### config.mk
export PLATFORM = sky130hd
export DESIGN_NAME = glob_to_regex_translator_top_flat
export DESIGN_NICKNAME = d
export VERILOG_FILES = /design/src/rtl/core/g2r_pkg.sv /design/src/rtl/core/g2r_if.sv /design/src/rtl/core/glob_to_regex_translator_top.sv /design/src/flat_wrapper.sv
export SDC_FILE = /design/constraint.sdc
export NUM_CORES = 1
export LEC_CHECK = 0
export CORE_MARGIN = 5
export CORE_UTILIZATION = 60
export DETAILED_ROUTE_END_ITERATION = 10
export DONT_BUFFER_PORTS = 1
export PLACE_DENSITY = 0.76
export SLEW_MARGIN = 10
export SYNTH_ARGS = -nofsm -noshare
export SYNTH_HDL_FRONTEND = slang
export SYNTH_SLANG_ARGS = --single-unit
### constraint.sdc
create_clock -name clk -period 6.25 [get_ports clk]
set_input_delay 1.25 -clock clk [delete_from_list [all_inputs] [get_ports clk]]
set_output_delay 1.25 -clock clk [all_outputs]
set_load 0.005 [all_outputs]
### src/rtl/core/g2r_pkg.sv
// Shared types, mode codes and character constants for the glob-to-regex translator.
package g2r_pkg;

  typedef logic [7:0] char_t;
  typedef logic [1:0] mode_t;
  typedef logic [1:0] count_t;

  // Brace depth limit used as the default of the top level parameter.
  localparam int unsigned MaxBraceDepthDef = 255;

  // Translator modes; the unused code is treated as normal mode.
  localparam mode_t MODE_NORMAL  = 2'd0;
  localparam mode_t MODE_BRACKET = 2'd1;
  localparam mode_t MODE_ESCAPE  = 2'd2;

  // Characters with a special role in either syntax.
  localparam char_t CH_CARET  = 8'h5E;  // ^
  localparam char_t CH_DOLLAR = 8'h24;  // $
  localparam char_t CH_LPAREN = 8'h28;  // (
  localparam char_t CH_RPAREN = 8'h29;  // )
  localparam char_t CH_DOT    = 8'h2E;  // .
  localparam char_t CH_PLUS   = 8'h2B;  // +
  localparam char_t CH_PIPE   = 8'h7C;  // |
  localparam char_t CH_LBRACE = 8'h7B;  // {
  localparam char_t CH_RBRACE = 8'h7D;  // }
  localparam char_t CH_COMMA  = 8'h2C;  // ,
  localparam char_t CH_LBRACK = 8'h5B;  // [
  localparam char_t CH_RBRACK = 8'h5D;  // ]
  localparam char_t CH_BANG   = 8'h21;  // !
  localparam char_t CH_STAR   = 8'h2A;  // *
  localparam char_t CH_QUEST  = 8'h3F;  // ?
  localparam char_t CH_BSLASH = 8'h5C;  // backslash

endpackage

### src/rtl/core/g2r_if.sv
// Valid/ready channel interfaces for pattern characters and regex characters.
interface g2r_in_if;
  import g2r_pkg::*;

  logic  valid;
  logic  ready;
  char_t in_char;
  logic  end_of_pattern;

  modport source (output valid, output in_char, output end_of_pattern, input ready);
  modport sink   (input valid, input in_char, input end_of_pattern, output ready);
endinterface

interface g2r_out_if;
  import g2r_pkg::*;

  logic  valid;
  logic  ready;
  char_t out_char;
  logic  last_of_run;
  logic  pattern_done;

  modport source (output valid, output out_char, output last_of_run, output pattern_done,
                  input ready);
  modport sink   (input valid, input out_char, input last_of_run, input pattern_done,
                  output ready);
endinterface

### src/rtl/core/glob_to_regex_translator_top.sv
// Glob-to-regex translator: one pattern character in, zero to two regex characters out.
// Each accepted pattern character is translated in the cycle of its transfer and its
// results (zero, one or two characters) are loaded into a two-entry output register;
// they are offered from the next cycle on and leave one per cycle while the sink is
// ready. A new character is taken when that register is empty or its last character
// leaves in the same cycle, so a character that yields two results holds off the next
// one until the first of them has left. A character that yields nothing (a backslash
// that opens an escape) leaves the register empty. The last character of a pattern
// returns the mode, brace depth and bracket state to reset.
module glob_to_regex_translator_top #(
  parameter int unsigned MAX_BRACE_DEPTH = g2r_pkg::MaxBraceDepthDef
) (
  input  logic     clk,
  input  logic     rst_n,
  g2r_in_if.sink   in_ch,
  g2r_out_if.source out_ch
);
  import g2r_pkg::*;

  localparam int unsigned DepthW = $clog2(MAX_BRACE_DEPTH + 1);
  localparam logic [DepthW-1:0] DepthMax = DepthW'(MAX_BRACE_DEPTH);

  // Translation state.
  mode_t             mode_r,  mode_nxt;
  logic [DepthW-1:0] depth_r, depth_nxt;
  logic              has_r,   has_nxt;

  // Output register: ch0 is sent first when two characters are held.
  char_t  ch0_r, ch0_nxt;
  char_t  ch1_r, ch1_nxt;
  count_t cnt_r, cnt_nxt;
  logic   eop_r;

  logic in_xfer;
  logic out_xfer;
  char_t c;

  assign in_ch.ready = (cnt_r == 2'd0) || ((cnt_r == 2'd1) && out_ch.ready);
  assign in_xfer     = in_ch.valid && in_ch.ready;
  assign out_xfer    = out_ch.valid && out_ch.ready;

  // Translate one character and work out the following state.
  always_comb begin
    c         = in_ch.in_char;
    mode_nxt  = mode_r;
    depth_nxt = depth_r;
    has_nxt   = has_r;
    ch0_nxt   = CH_BSLASH;
    ch1_nxt   = c;
    cnt_nxt   = 2'd1;
    case (mode_r)
      MODE_BRACKET: begin
        if ((c == CH_RBRACK) && has_r) begin
          mode_nxt = MODE_NORMAL;
        end else if ((c == CH_BANG) && !has_r) begin
          ch1_nxt = CH_CARET;
        end
        has_nxt = 1'b1;
      end
      MODE_ESCAPE: begin
        mode_nxt = MODE_NORMAL;
        // The backslash is kept except before a comma.
        if (c != CH_COMMA) begin
          cnt_nxt = 2'd2;
        end
      end
      default: begin
        mode_nxt = MODE_NORMAL;
        if (c inside {CH_CARET, CH_DOLLAR, CH_LPAREN, CH_RPAREN, CH_DOT, CH_PLUS,
                      CH_PIPE}) begin
          cnt_nxt = 2'd2;
        end else begin
          case (c)
            CH_LBRACE: begin
              if (depth_r < DepthMax) begin
                depth_nxt = depth_r + DepthW'(1);
              end
              ch1_nxt = CH_LPAREN;
            end
            CH_COMMA: begin
              if (depth_r != '0) begin
                ch1_nxt = CH_PIPE;
              end
            end
            CH_RBRACE: begin
              if (depth_r != '0) begin
                depth_nxt = depth_r - DepthW'(1);
                ch1_nxt   = CH_RPAREN;
              end
            end
            CH_LBRACK: begin
              mode_nxt = MODE_BRACKET;
              has_nxt  = 1'b0;
            end
            CH_STAR: begin
              ch0_nxt = CH_DOT;
              cnt_nxt = 2'd2;
            end
            CH_QUEST: begin
              ch1_nxt = CH_DOT;
            end
            CH_BSLASH: begin
              mode_nxt = MODE_ESCAPE;
              cnt_nxt  = 2'd0;
            end
            default: begin
            end
          endcase
        end
      end
    endcase

    // The end of a pattern flushes a pending backslash and clears all state.
    if (in_ch.end_of_pattern) begin
      if (mode_nxt == MODE_ESCAPE) begin
        ch1_nxt = CH_BSLASH;
        cnt_nxt = 2'd1;
      end
      mode_nxt  = MODE_NORMAL;
      depth_nxt = '0;
      has_nxt   = 1'b0;
    end
  end

  // State registers advance on each input transfer.
  always_ff @(posedge clk) begin
    if (!rst_n) begin
      mode_r  <= MODE_NORMAL;
      depth_r <= '0;
      has_r   <= 1'b0;
    end else if (in_xfer) begin
      mode_r  <= mode_nxt;
      depth_r <= depth_nxt;
      has_r   <= has_nxt;
    end
  end

  // Output register fill count.
  always_ff @(posedge clk) begin
    if (!rst_n) begin
      cnt_r <= 2'd0;
    end else if (in_xfer) begin
      cnt_r <= cnt_nxt;
    end else if (out_xfer) begin
      cnt_r <= cnt_r - 2'd1;
    end
  end

  // Output register payload.
  always_ff @(posedge clk) begin
    if (in_xfer) begin
      ch0_r <= ch0_nxt;
      ch1_r <= ch1_nxt;
      eop_r <= in_ch.end_of_pattern;
    end
  end

  // The last held character always sits in ch1.
  assign out_ch.valid        = (cnt_r != 2'd0);
  assign out_ch.out_char     = (cnt_r == 2'd2) ? ch0_r : ch1_r;
  assign out_ch.last_of_run  = (cnt_r == 2'd1);
  assign out_ch.pattern_done = (cnt_r == 2'd1) && eop_r;

endmodule

### src/flat_wrapper.sv
// flat-port wrapper written by rule: the top's interface ports become plain ports
module glob_to_regex_translator_top_flat import g2r_pkg::*;
#(
  parameter int unsigned MAX_BRACE_DEPTH = g2r_pkg::MaxBraceDepthDef
)
  (clk, rst_n, in_ch_valid, in_ch_in_char, in_ch_end_of_pattern, in_ch_ready, out_ch_valid, out_ch_out_char, out_ch_last_of_run, out_ch_pattern_done, out_ch_ready);
  g2r_in_if in_ch_i ();
  g2r_out_if out_ch_i ();
  input  logic clk;
  input  logic rst_n;
  input wire logic [$bits(in_ch_i.valid)-1:0] in_ch_valid;
  input wire logic [$bits(in_ch_i.in_char)-1:0] in_ch_in_char;
  input wire logic [$bits(in_ch_i.end_of_pattern)-1:0] in_ch_end_of_pattern;
  output wire logic [$bits(in_ch_i.ready)-1:0] in_ch_ready;
  output wire logic [$bits(out_ch_i.valid)-1:0] out_ch_valid;
  output wire logic [$bits(out_ch_i.out_char)-1:0] out_ch_out_char;
  output wire logic [$bits(out_ch_i.last_of_run)-1:0] out_ch_last_of_run;
  output wire logic [$bits(out_ch_i.pattern_done)-1:0] out_ch_pattern_done;
  input wire logic [$bits(out_ch_i.ready)-1:0] out_ch_ready;
  assign in_ch_i.valid = in_ch_valid;
  assign in_ch_i.in_char = in_ch_in_char;
  assign in_ch_i.end_of_pattern = in_ch_end_of_pattern;
  assign in_ch_ready = in_ch_i.ready;
  assign out_ch_valid = out_ch_i.valid;
  assign out_ch_out_char = out_ch_i.out_char;
  assign out_ch_last_of_run = out_ch_i.last_of_run;
  assign out_ch_pattern_done = out_ch_i.pattern_done;
  assign out_ch_i.ready = out_ch_ready;
  glob_to_regex_translator_top #(.MAX_BRACE_DEPTH(MAX_BRACE_DEPTH)) u_core (.clk(clk), .rst_n(rst_n), .in_ch(in_ch_i), .out_ch(out_ch_i));
endmodule
## Word level (Yosys, flattened, before mapping)

Index checks and enable logic that the tools add are counted.

| cells by class | value |
|---|---|
| equal/unequal tests | 28 |
| bitwise logic cells | 0 |
| shifts and indexed selects | 0 |
| muxes and demuxes | 34 |
| multipliers | 0 |
| add/subtract/negate cells | 3 |
| $lt $le $gt $ge | 1 |
| reductions and logical operators | 19 |
| div/mod/pow operators | 0 |

Operator list:

| kind | count |
|---|---|
| 8-bit 2-to-1 mux | 13 |
| 8-bit by 6-bit equality test with 1-bit output, second input constant | 9 |
| 8-bit by 7-bit equality test with 1-bit output, second input constant | 7 |
| 8-bit one-hot mux with 2 select lines | 2 |
| 8-bit one-hot mux with 4 select lines | 1 |
| 2-bit 2-to-1 mux | 9 |
| 2-bit one-hot mux with 2 select lines | 4 |
| 8-bit by 1-bit adder with 8-bit output, second input constant | 1 |
| 8-bit < comparator, second input constant | 1 |
| 8-bit by 6-bit inequality test with 1-bit output, second input constant | 1 |
| 8-bit nonzero test | 1 |
| 8-bit by 1-bit subtractor with 8-bit output, second input constant | 1 |
| 7-bit 2-to-1 mux | 1 |
| 7-bit nonzero test | 1 |
| 2-bit equality test, second input constant | 3 |
| 1-bit logical AND | 6 |
| 3-bit by 2-bit inequality test with 1-bit output, second input constant | 2 |
| 6-bit AND reduction | 1 |
| 3-bit nonzero test | 2 |
| 2-bit by 1-bit equality test with 1-bit output, second input constant | 2 |
| 2-bit inequality test, second input constant | 2 |
| 4-bit AND reduction | 1 |
| 2-bit nonzero test | 2 |
| 1-bit 2-to-1 mux | 3 |
| 9 further kinds | 9 |

| word-level totals | value |
|---|---|
| memory bits (read-only) | 0 |
| register bits after elaboration | 30 |
| bits in writable memories | 0 |
| bits in latches | 0 |
| output and inout bits | 12 |
| memories kept | 0 |

## Depth between registers and ports, before layout

Gate-level depths: netlist (run 1).

| logic depth | value |
|---|---|
| word-level depth | 8 |
| mapped depth | 12 |
| mapped depth without buffers | 10 |

## Least setup slack after synthesis (run 1)

Ideal clock, no wire load.

| path | value |
|---|---|
| path kind | input-to-reg |
| from | input in_ch_in_char[1] |
| to | register u_core.depth_r[7] |
| library setup time | 0.127 ns |
| data arrival time | 3.349 ns |
| stages on the path | 11 |
| path slack | 2.773 ns |
| data required time | 6.123 ns |
| path through | buf_2 and4b_1 nand2b_4 inv_2 ha_1 o31a_1 or3_1 o2111ai_2 mux2i_1 nor3_1 or3b_1 |

| on the way | value |
|---|---|
| longest elaborated chain between the ends | 5 |

RTL lines:

| element | RTL line | source |
|---|---|---|
| from (decl) | flat_wrapper.sv:12 | `input wire logic [$bits(in_ch_i.in_char)-1:0] in_ch_in_char;` |
| 8-bit by 7-bit equality test with 1-bit output | glob_to_regex_translator_top.sv:73 | `case (c)` |
| 8-bit one-hot mux with 2 select lines | glob_to_regex_translator_top.sv:73 |  |
| 8-bit 2-to-1 mux | glob_to_regex_translator_top.sv:69 | `if (c inside {CH_CARET, CH_DOLLAR, CH_LPAREN, CH_RPAREN, CH_DOT, CH_PLUS,` |
| 8-bit 2-to-1 mux | glob_to_regex_translator_top.sv:51 | `case (mode_r)` |
| 8-bit 2-to-1 mux | glob_to_regex_translator_top.sv:114 | `if (in_ch.end_of_pattern) begin` |
| to (signal assigned) | glob_to_regex_translator_top.sv:133 | `depth_r <= depth_nxt;` |
| to (decl) | glob_to_regex_translator_top.sv:25 | `logic [DepthW-1:0] depth_r, depth_nxt;` |

Parallel ways exist; a longest one is shown, timed or not. The select of a mux whose other input is x is not followed.
A chain may end at the register's enable or synchronous reset.

## Worst setup path after layout (run 1)

| path | value |
|---|---|
| from | input in_ch_in_char[7] |
| to | register u_core.depth_r[7] |

Same word-level chain as after synthesis.

==> reports/qor.csv, run 1 <==
metric;value;unit
status;completed;
slew_headroom;50.2;%
pin_count;25;
avgSynthCellArea;8.28;µm²
drc;0;
drv_cap;0;
rsz0062_at_grt;no;
initial_utilization;63.0;%
cp-start-kind;primary input;
avgViaCountPerCell;6.53;
slowest_delay;360;ps
tns;0;ps
grt_usage;21.3;%
slowest_stage;or3b_1;
cts-root-buf;clkbuf_4;
grt-ovfl-total;0;
firstDrtPassIters;4;
routed_wl;4370;µm
cts_tree;built;
postCtsSetupBuffers;0;
min_path_cells;1;
clock-sinks;24;
worst_pin_slew;737;ps
grt_pass1_vias;1664;
r2r_cells;7;
finalMaxSlewViolations;0;
nNetsFinal;247;
crit_fanout;14;
p_total;0.312;mW
min_period;3340;ps
multi_input_area;1210;µm²
seqCellArea;591;µm²
crit_chain;nand4b_2 -> nand2b_4 -> inv_2 -> ha_1 -> o31a_1 -> or3_1 -> o2111ai_2 -> mux2i_1 -> nor3_1 -> or3b_1;
place_area;1920;µm²
portBuffers;0;
clock_path_buffers;2;
yosysSeqAreaShare;30.7;%
p_leak;0.772;nW
timing.fmax;300;MHz
hold_path.class;flip-flop to flip-flop;
drt_iter0_drc;128;
gp_congestion;0.917;
synth-seq-cells;24;
place_inst;264;
dieWidth;66.6;µm
synth_cells;232;
clk_latency;320;ps
vias;1751;
n_fill_cell;278;
power_density;161;nW/µm²
critPathKind;primary input to flip-flop;
stdcell_area;1940;µm²
diodes;0;
routedWlPerCell;16.3;µm
clk_pin_slew_worst_paths;130;ps
htree_levels;1;
coreArea;3050;µm²
cts_buffers;3;
final-setup-viol-count;0;
syn_to_final_growth;1.04;%
finalCritPeriodShare;53.4;%
hold_viol_final;0;
endpoint_kind;flip-flop;
dpl.hpwl;3350;µm
cts_hold_buf;0;
postRouteAntennaNets;0;
grt_max_degree;17;
required;6470;ps
grt_pass1_wl;7330;µm
finalNonFillerCells;268;
rows;20;
synth_ff_type;dfxtp_1;
ys_async_sr_fraction;0;%
dieArea;4430;µm²
critical_path_arrival;3550;ps
synth-edff-count;11;
antenna_found_initial;0;
cts_resized;0;
ys_warn_count;0;
synth_fp_nets;254;
syn_area;1920;µm²
drive_gt1_share;8.48;%
die_y;66.6;µm
synth_cell_types;62;
max-vdd-ir-drop;72.5;µV
clock_skew;1.96;ps
-- synthesized netlist by cell type (2+ instances only) --
cell	n	area [µm²]
a21boi_0	2	15.0
o211ai_1	2	15.0
xnor2_1	3	26.3
a22oi_1	3	22.5
nor3_1	4	20.0
and3_1	4	25.0
edfxtp_1	11	330
nand4b_1	4	35.0
nand2_1	19	71.3
or3_1	4	25.0
nand3_1	8	40.0
a31oi_1	7	43.8
inv_1	16	60.1
nor2b_1	5	31.3
a21o_1	4	30.0
nand4_1	2	12.5
a32oi_1	2	17.5
nor4b_1	2	17.5
o31ai_1	2	15.0
buf_2	6	30.0
clkbuf_1	4	15.0
dfxtp_1	13	260
o2bb2ai_1	4	35.0
nor2_1	13	48.8
and2_1	2	12.5
nand2b_1	5	31.3
or2_2	5	31.3
ha_1	9	113
a21oi_1	12	60.1
and4_1	2	17.5
nor4_1	3	18.8
xor2_1	3	26.3
o21ai_0	18	90.1
-- layout make-up --
type | instances | area share (%)
Multi-Input combinational cell | 179 | 62.1
Sequential cell | 24 | 30.4
Inverter | 17 | 3.29
Tap cell | 44 | 2.84
Clock buffer | 3 | 1.16
Clock inverter | 1 | 0.193
-- layer usage --
metal | global-route usage [%] | vias up | part of all wire (%)
met1 | 29.1 | 786 | 45
met3 | 4.89 | 18 | 11
met4 | 11.4 | 0 | 3.0
met2 | 30.8 | 103 | 42
li1 | - | 844 | -
met5 | 0 | - | 0
-- cells by family after synthesis --
| family | synth area share, % |
|---|---|
| flip-flops | 30.7 |
| XOR/XNOR | 2.73 |
| multiplexers | 1.11 |
| adder cells (fa/ha/maj) | 5.86 |
| AO/OA/AOI/OAI | 24.6 |
| buffers and inverters | 6.51 |
| AND/OR/NAND/NOR | 28.5 |
-- critical path, delay by kind of cell --
kind / cells / cell delay [ps]
fa+ha+maj: 1 / 300
simple gates: 5 / 1310
compound gates: 2 / 240
buf+inv: 1 / 140
mux: 1 / 300
-- through the flow --
stage	hold WS (ps)	utilization, %	setup WS (ps)
2_1_floorplan	469	-	2770
3_3_place_gp	493	62.7	2690
3_5_place_dp	496	62.7	2620
4_1_cts	517	63.6	2960
5_1_grt	535	63.6	2770
6_report	515	63.6	2910
-- flip-flops by register name, indices dropped and copies added (netlist names) --
| register | cells |
|---|---|
| u_core.ch1_r | 8 |
| u_core.depth_r | 8 |
| u_core.ch0_r | 2 |
| u_core.cnt_r | 2 |
| u_core.mode_r | 2 |
| u_core.eop_r | 1 |
| u_core.has_r | 1 |
-- final timing paths --
check,slack (ps),end,from
hold / removal,510,u_core.depth_r[5],u_core.depth_r[5]
hold reg to reg,510,u_core.depth_r[5],u_core.depth_r[5]
setup reg to reg,3900,u_core.ch1_r[6],u_core.mode_r[0]
setup / recovery,2910,u_core.depth_r[7],in_ch_in_char[7]
-- placed cells by master (no fill, tap or decap), types with 4 or more instances in the layout --
cell and n:
nand2_1 19, o21ai_0 18, inv_1 16, nor2_1 13, dfxtp_1 13, a21oi_1 12
edfxtp_1 11, ha_1 9, nand3_1 8, a31oi_1 7, or2_2 5, nor2b_1 5
nand2b_1 5, a21o_1 4, nand4b_1 4, nor3_1 4, and3_1 4, or3_1 4
o2bb2ai_1 4
-- power breakdown --
group	leakage [nW]	switching [mW]	internal [mW]	total, mW
Clock	0.0154	0.0481	0.0234	0.0715
Combinational	0.550	0.0386	0.0224	0.0610
Sequential	0.207	0.00347	0.176	0.180
Total	0.772	0.0902	0.222	0.312
Note: power is estimated with default switching activity, not from simulation.
==> run 2, diff against run 1 <==
Settings changed: CORE_UTILIZATION 60 to 57, PLACE_DENSITY 0.76 to 0.75.
Clock period 6.25 ns to 2.98 ns, I/O delays scaled along.
==> run 2 against run 1 <==
  * Critical endpoint unchanged
  * Worst hold slack worse by 160 ps
  * Largest power group unchanged
  * Power is 140% higher
  * Design area is 2.6% higher
  * Combinational power is 110% higher
  * Worst setup slack worse by 2400 ps
  * Count of clock-buffer cells in the layout stayed put
==> reports/qor.csv, run 2 (synthesis gave the netlist of run 1 again) <==
metric;value;unit
r2r-end;u_core.ch1_r[0];
postCtsSetupBuffers;0;
drc;0;
portBuffers;0;
clock_path_buffers;2;
crit_chain;and4b_1 -> nand2b_4 -> inv_2 -> ha_1 -> o31a_1 -> or3_1 -> o2111ai_2 -> mux2i_1 -> nor3_1 -> or3b_1;
max-vdd-ir-drop;169;µV
grt_pass1_vias;1438;
cts_tree;built;
gr-usage-met2;27.9;%
place_ws;198;ps
tns;0;ps
drv_cap;0;
routed_wl;4180;µm
gp_congestion;0.916;
use_met3;3.94;%
required;3210;ps
ff2ff_setup_slack;640;ps
critPathKind;primary input to flip-flop;
gr-usage-met1;27.7;%
final-setup-viol-count;0;
worst_pin_slew;589;ps
crit_buf_inv;1;
coreArea;3310;µm²
clock_skew;1.25;ps
pin_count;25;
r2r_cells;7;
dieArea;4630;µm²
cp-start-kind;primary input;
routedWlPerCell;15.3;µm
finalMaxSlewViolations;0;
hold_path.class;primary input to flip-flop;
hold-path-endpoint;u_core.eop_r;
hp-start;in_ch_end_of_pattern;
initial_utilization;58.0;%
timing.fmax;410;MHz
rsz0062_at_grt;no;
diodes;0;
clock-sinks;24;
die_y;68.1;µm
antenna_found_initial;0;
grt_usage;19.0;%
power_density;373;nW/µm²
final_common_cell;nand2_1;
crit_fanout;10;
slowest_stage;or3b_1;
p_total;0.744;mW
grt_max_degree;17;
slowest_delay;350;ps
critical_path_arrival;2670;ps
min_path_cells;0;
vias;1682;
clk_pin_slew_worst_paths;130;ps
cts_buffers;3;
final_cell_mix;nand2_1, o21ai_0, inv_1, nor2_1, dfxtp_1;
cts-root-buf;clkbuf_4;
grt_pass1_wl;6740;µm
path_delay_family;simple AND/OR/NAND/NOR gates;
min_period;2440;ps
firstDrtPassIters;6;
worst_r2r_startpoint;u_core.mode_r[0];
hold_viol_final;0;
rows;21;
grt-ovfl-total;0;
top_regs;u_core.ch1_r (8), u_core.depth_r (8);
timing.hold.ws;353;ps
dieWidth;68.1;µm
cts_resized;0;
busiest_layer;met2;
endpoint_kind;flip-flop;
finalCritPeriodShare;81.9;%
drt_iter0_drc;119;
layout_setup_ws;538;ps
postRouteAntennaNets;0;
nNetsFinal;250;
syn_to_final_growth;3.71;%
cts_hold_buf;0;
drive_gt1_share;10.1;%
slew_headroom;60.2;%
p_leak;0.798;nW
htree_levels;1;
clk_latency;330;ps
status;completed;
cp-startpoint;in_ch_in_char[1];
dpl.hpwl;3190;µm
avgViaCountPerCell;6.16;
-- run 2: changes by cell type in the layout (fill, tap and decap cells not counted) --
cell,previous run,this run
buf_4,0,3
bufinv_16,0,1
clkinv_1,1,0
-- run 2: routing by layer --
layer | wire length [µm] | up-vias | part of all wire [%]
met5 | 0 | - | 0
met4 | 67 | 0 | 1.6
met3 | 282 | 9 | 6.7
met2 | 1800 | 69 | 43
met1 | 2020 | 756 | 48
li1 | - | 848 | -
-- run 2: worst register-to-register path, cell delays in order (launching register included) --
cell and delay, ps:
dfxtp_1 400, inv_1 70, ha_1 550, nand2b_1 190
a31oi_1 70, a22oi_1 340, nand3_1 240, and3_1 250
-- run 2: how the worst max path moves through the flow --
| stage | cells after the start | endpoint | slack (ps) |
|---|---|---|---|
| floorplan | 11 | u_core.depth_r[7] | 160 |
| global placement | 10 | u_core.depth_r[7] | 250 |
| detailed placement | 10 | u_core.depth_r[7] | 200 |
| CTS | 10 | u_core.depth_r[7] | 550 |
| global route | 11 | u_core.depth_r[6] | 420 |
| finish | 10 | u_core.depth_r[7] | 540 |
-- run 2: final cells by class --
cell class,instances,area [µm²]
Fill cell,301,1320
Clock buffer,3,22.5
Multi-Input combinational cell,179,1210
Inverter,17,63.8
Timing Repair Buffer,3,22.5
Tap cell,46,57.6
Clock inverter,1,30.0
Sequential cell,24,591
-- run 2: per-stage QoR --
stage	instances	utilization, %	instance area [µm²]
CTS	273	60.2	1990
global route	273	60.2	1990
floorplan	232	-	1920
finish	273	60.2	1990
global placement	269	58.6	1940
detailed placement	269	58.6	1940
-- run 2: where the power goes --
part           switching (mW)  total, mW  internal, mW  leakage, nW
registers             0.00752      0.377         0.370        0.207
clock network           0.104      0.240         0.136       0.0279
logic                  0.0791      0.127        0.0475        0.563
==> run 3, diff against run 2 <==
Settings changed: ABC_AREA set to 1, CORE_UTILIZATION 57 to 58, PLACE_DENSITY 0.75 to 0.76.
Clock period 2.98 ns to 2 ns, I/O delays scaled along.
==> run 3 against run 2 <==
  * Via count up 17%
  * Clock power down 6%
  * Combinational power rose to 2.9 times the previous value
  * Register-to-register slack worse by 430 ps
==> reports/qor.csv, run 3 <==
metric;value;unit
timing.hold.ws;159;ps
grt_pass1_wl;8370;µm
crit_fanout;7;
dpl.hpwl;3930;µm
hold_path.class;primary input to flip-flop;
finalNonFillerCells;365;
antenna_found_initial;0;
timing.fmax;546;MHz
finalMaxSlewViolations;0;
cts_tree;built;
tns;0;ps
clk_latency;320;ps
gp_congestion;0.922;
ys_warn_count;0;
critPathKind;flip-flop to output pin;
initial_utilization;61.1;%
n_fill_cell;331;
drc;0;
synth_ff_type;dfxtp_1;
finalCritPeriodShare;91.6;%
routedWlPerCell;13.3;µm
slowest_stage;dfxtp_1;
path_delay_family;flip-flops;
critical_path_arrival;1430;ps
final_cell_mix;nand2_1, inv_1, nand3_1, nor2_1, a21oi_1;
max-vdd-ir-drop;204;µV
grt_usage;20.8;%
synth_cells;308;
grt-ovfl-total;0;
yosysSeqAreaShare;28.3;%
synth.most_common_cell;nand2_1;
diodes;0;
rows;21;
postRouteAntennaNets;0;
pin_count;25;
cts_hold_buf;0;
hold_viol_final;0;
die_y;70.0;µm
dieArea;4900;µm²
grt_max_degree;14;
slowest_delay;400;ps
cts_buffers;3;
firstDrtPassIters;4;
drt_iter0_drc;165;
nNetsFinal;342;
grt_pass1_vias;1818;
drv_cap;0;
avgSynthCellArea;6.78;µm²
cts-root-buf;clkbuf_4;
clk_pin_slew_worst_paths;140;ps
place_ws;59.5;ps
clock_path_buffers;2;
htree_levels;1;
cp-start-kind;flip-flop;
synth_top_area_share;15.8;%
syn_area;2090;µm²
synth-seq-cells;24;
yosys-top-cells-area;edfxtp_1, nand2_1, dfxtp_1, nand3_1, inv_1;
synth_largest_area_cell;edfxtp_1;
layout_setup_ws;168;ps
ys_async_sr_fraction;0;%
endpoint_kind;output pin;
final-setup-viol-count;0;
synth_cell_types;38;
rsz0062_at_grt;no;
clock_skew;12.5;ps
avgViaCountPerCell;5.40;
coreArea;3420;µm²
dieWidth;70.0;µm
drive_gt1_share;14.7;%
vias;1971;
portBuffers;0;
crit_chain;inv_1 -> ha_1 -> or2_2;
fin_util;65.4;%
syn_to_final_growth;6.95;%
slew_headroom;69.1;%
min_period;1830;ps
synth-edff-count;11;
routed_wl;4850;µm
status;completed;
top_regs;u_core.ch1_r (8), u_core.depth_r (8);
synth_fp_nets;330;
p_leak;1.10;nW
place_inst;359;
final_common_cell;nand2_1;
clock-sinks;24;
required;1600;ps
yosys-top-cells-count;nand2_1, inv_1, nand3_1;
worst_pin_slew;463;ps
power_density;535;nW/µm²
crit_buf_inv;1;
==> run 3: cell count changes after synthesis, sizes merged, moves of 6 or more <==
cell,delta
inv,+24
clkinv,+6
nand2,+79
nor2,+18
nand2b,-6
buf,-6
a31oi,-7
nand3,+24
a21oi,+11
==> run 3: timing repair <==
item,in CTS,in global routing
buffers inserted,0,2
gates resized for setup,0,3
setup endpoints to repair,0,12
==> run 3: through the flow <==
stage / area, µm² / power [mW]
6_report: 2230 / 1.19
5_1_grt: 2230 / 1.29
4_1_cts: 2210 / 1.20
3_5_place_dp: 2190 / 0.979
3_3_place_gp: 2190 / 0.973
2_1_floorplan: 2090 / 0.901
==> run 3: final timing paths <==
check / startpoint / endpoint / slack [ps] / cells past startpoint
worst min-delay path: in_ch_end_of_pattern / u_core.eop_r / 160 / 0
worst max-delay path: u_core.cnt_r[0] / out_ch_out_char[2] / 170 / 3
worst max register to register: u_core.mode_r[0] / u_core.ch1_r[1] / 210 / 9
worst min register to register: u_core.mode_r[0] / u_core.mode_r[0] / 500 / 2
==> run 3: worst reg2reg max path, cell delays in order (launching register included) <==
cell and delay [ps]:
dfxtp_2 370, inv_1 50, ha_2 350, nor2_1 150
nand3_1 90, nand2_1 90, clkinv_1 110, nand4_4 140
o21ai_0 100, a21oi_1 180
==> run 3: layer usage <==
layer	up-vias	GRT usage (%)	wire length, µm
li1	1031	-	-
met1	884	30.1	2390
met2	52	32.2	2130
met3	4	3.16	284
met4	0	5.53	48
met5	-	0	0
==> run 3: cell families after synthesis <==
kind of cell / synth area share [%]
xor gates and xnor gates: 0.839
buffers and inverters: 8.75
DFF: 28.3
AOI/OAI and AO/OA: 13.8
adders and majority gates: 5.39
and+or+nand+nor: 42.9
==> run 3: power breakdown <==
| part | internal (mW) | leakage, nW | switching [mW] | total (mW) |
|---|---|---|---|---|
| combinational | 0.119 | 0.881 | 0.245 | 0.364 |
| clock | 0.0781 | 0.0150 | 0.148 | 0.226 |
| sequential | 0.578 | 0.208 | 0.0256 | 0.604 |
| total | 0.775 | 1.10 | 0.418 | 1.19 |
==> run 3: final cells by class <==
class	instances	area [µm²]	share of cell area (%)
Clock buffer	4	26.3	1.18
Inverter	47	178	7.96
Multi-Input combinational cell	236	1320	59.1
Sequential cell	24	592	26.5
Tap cell	46	57.6	2.58
Timing Repair Buffer	8	60.1	2.69
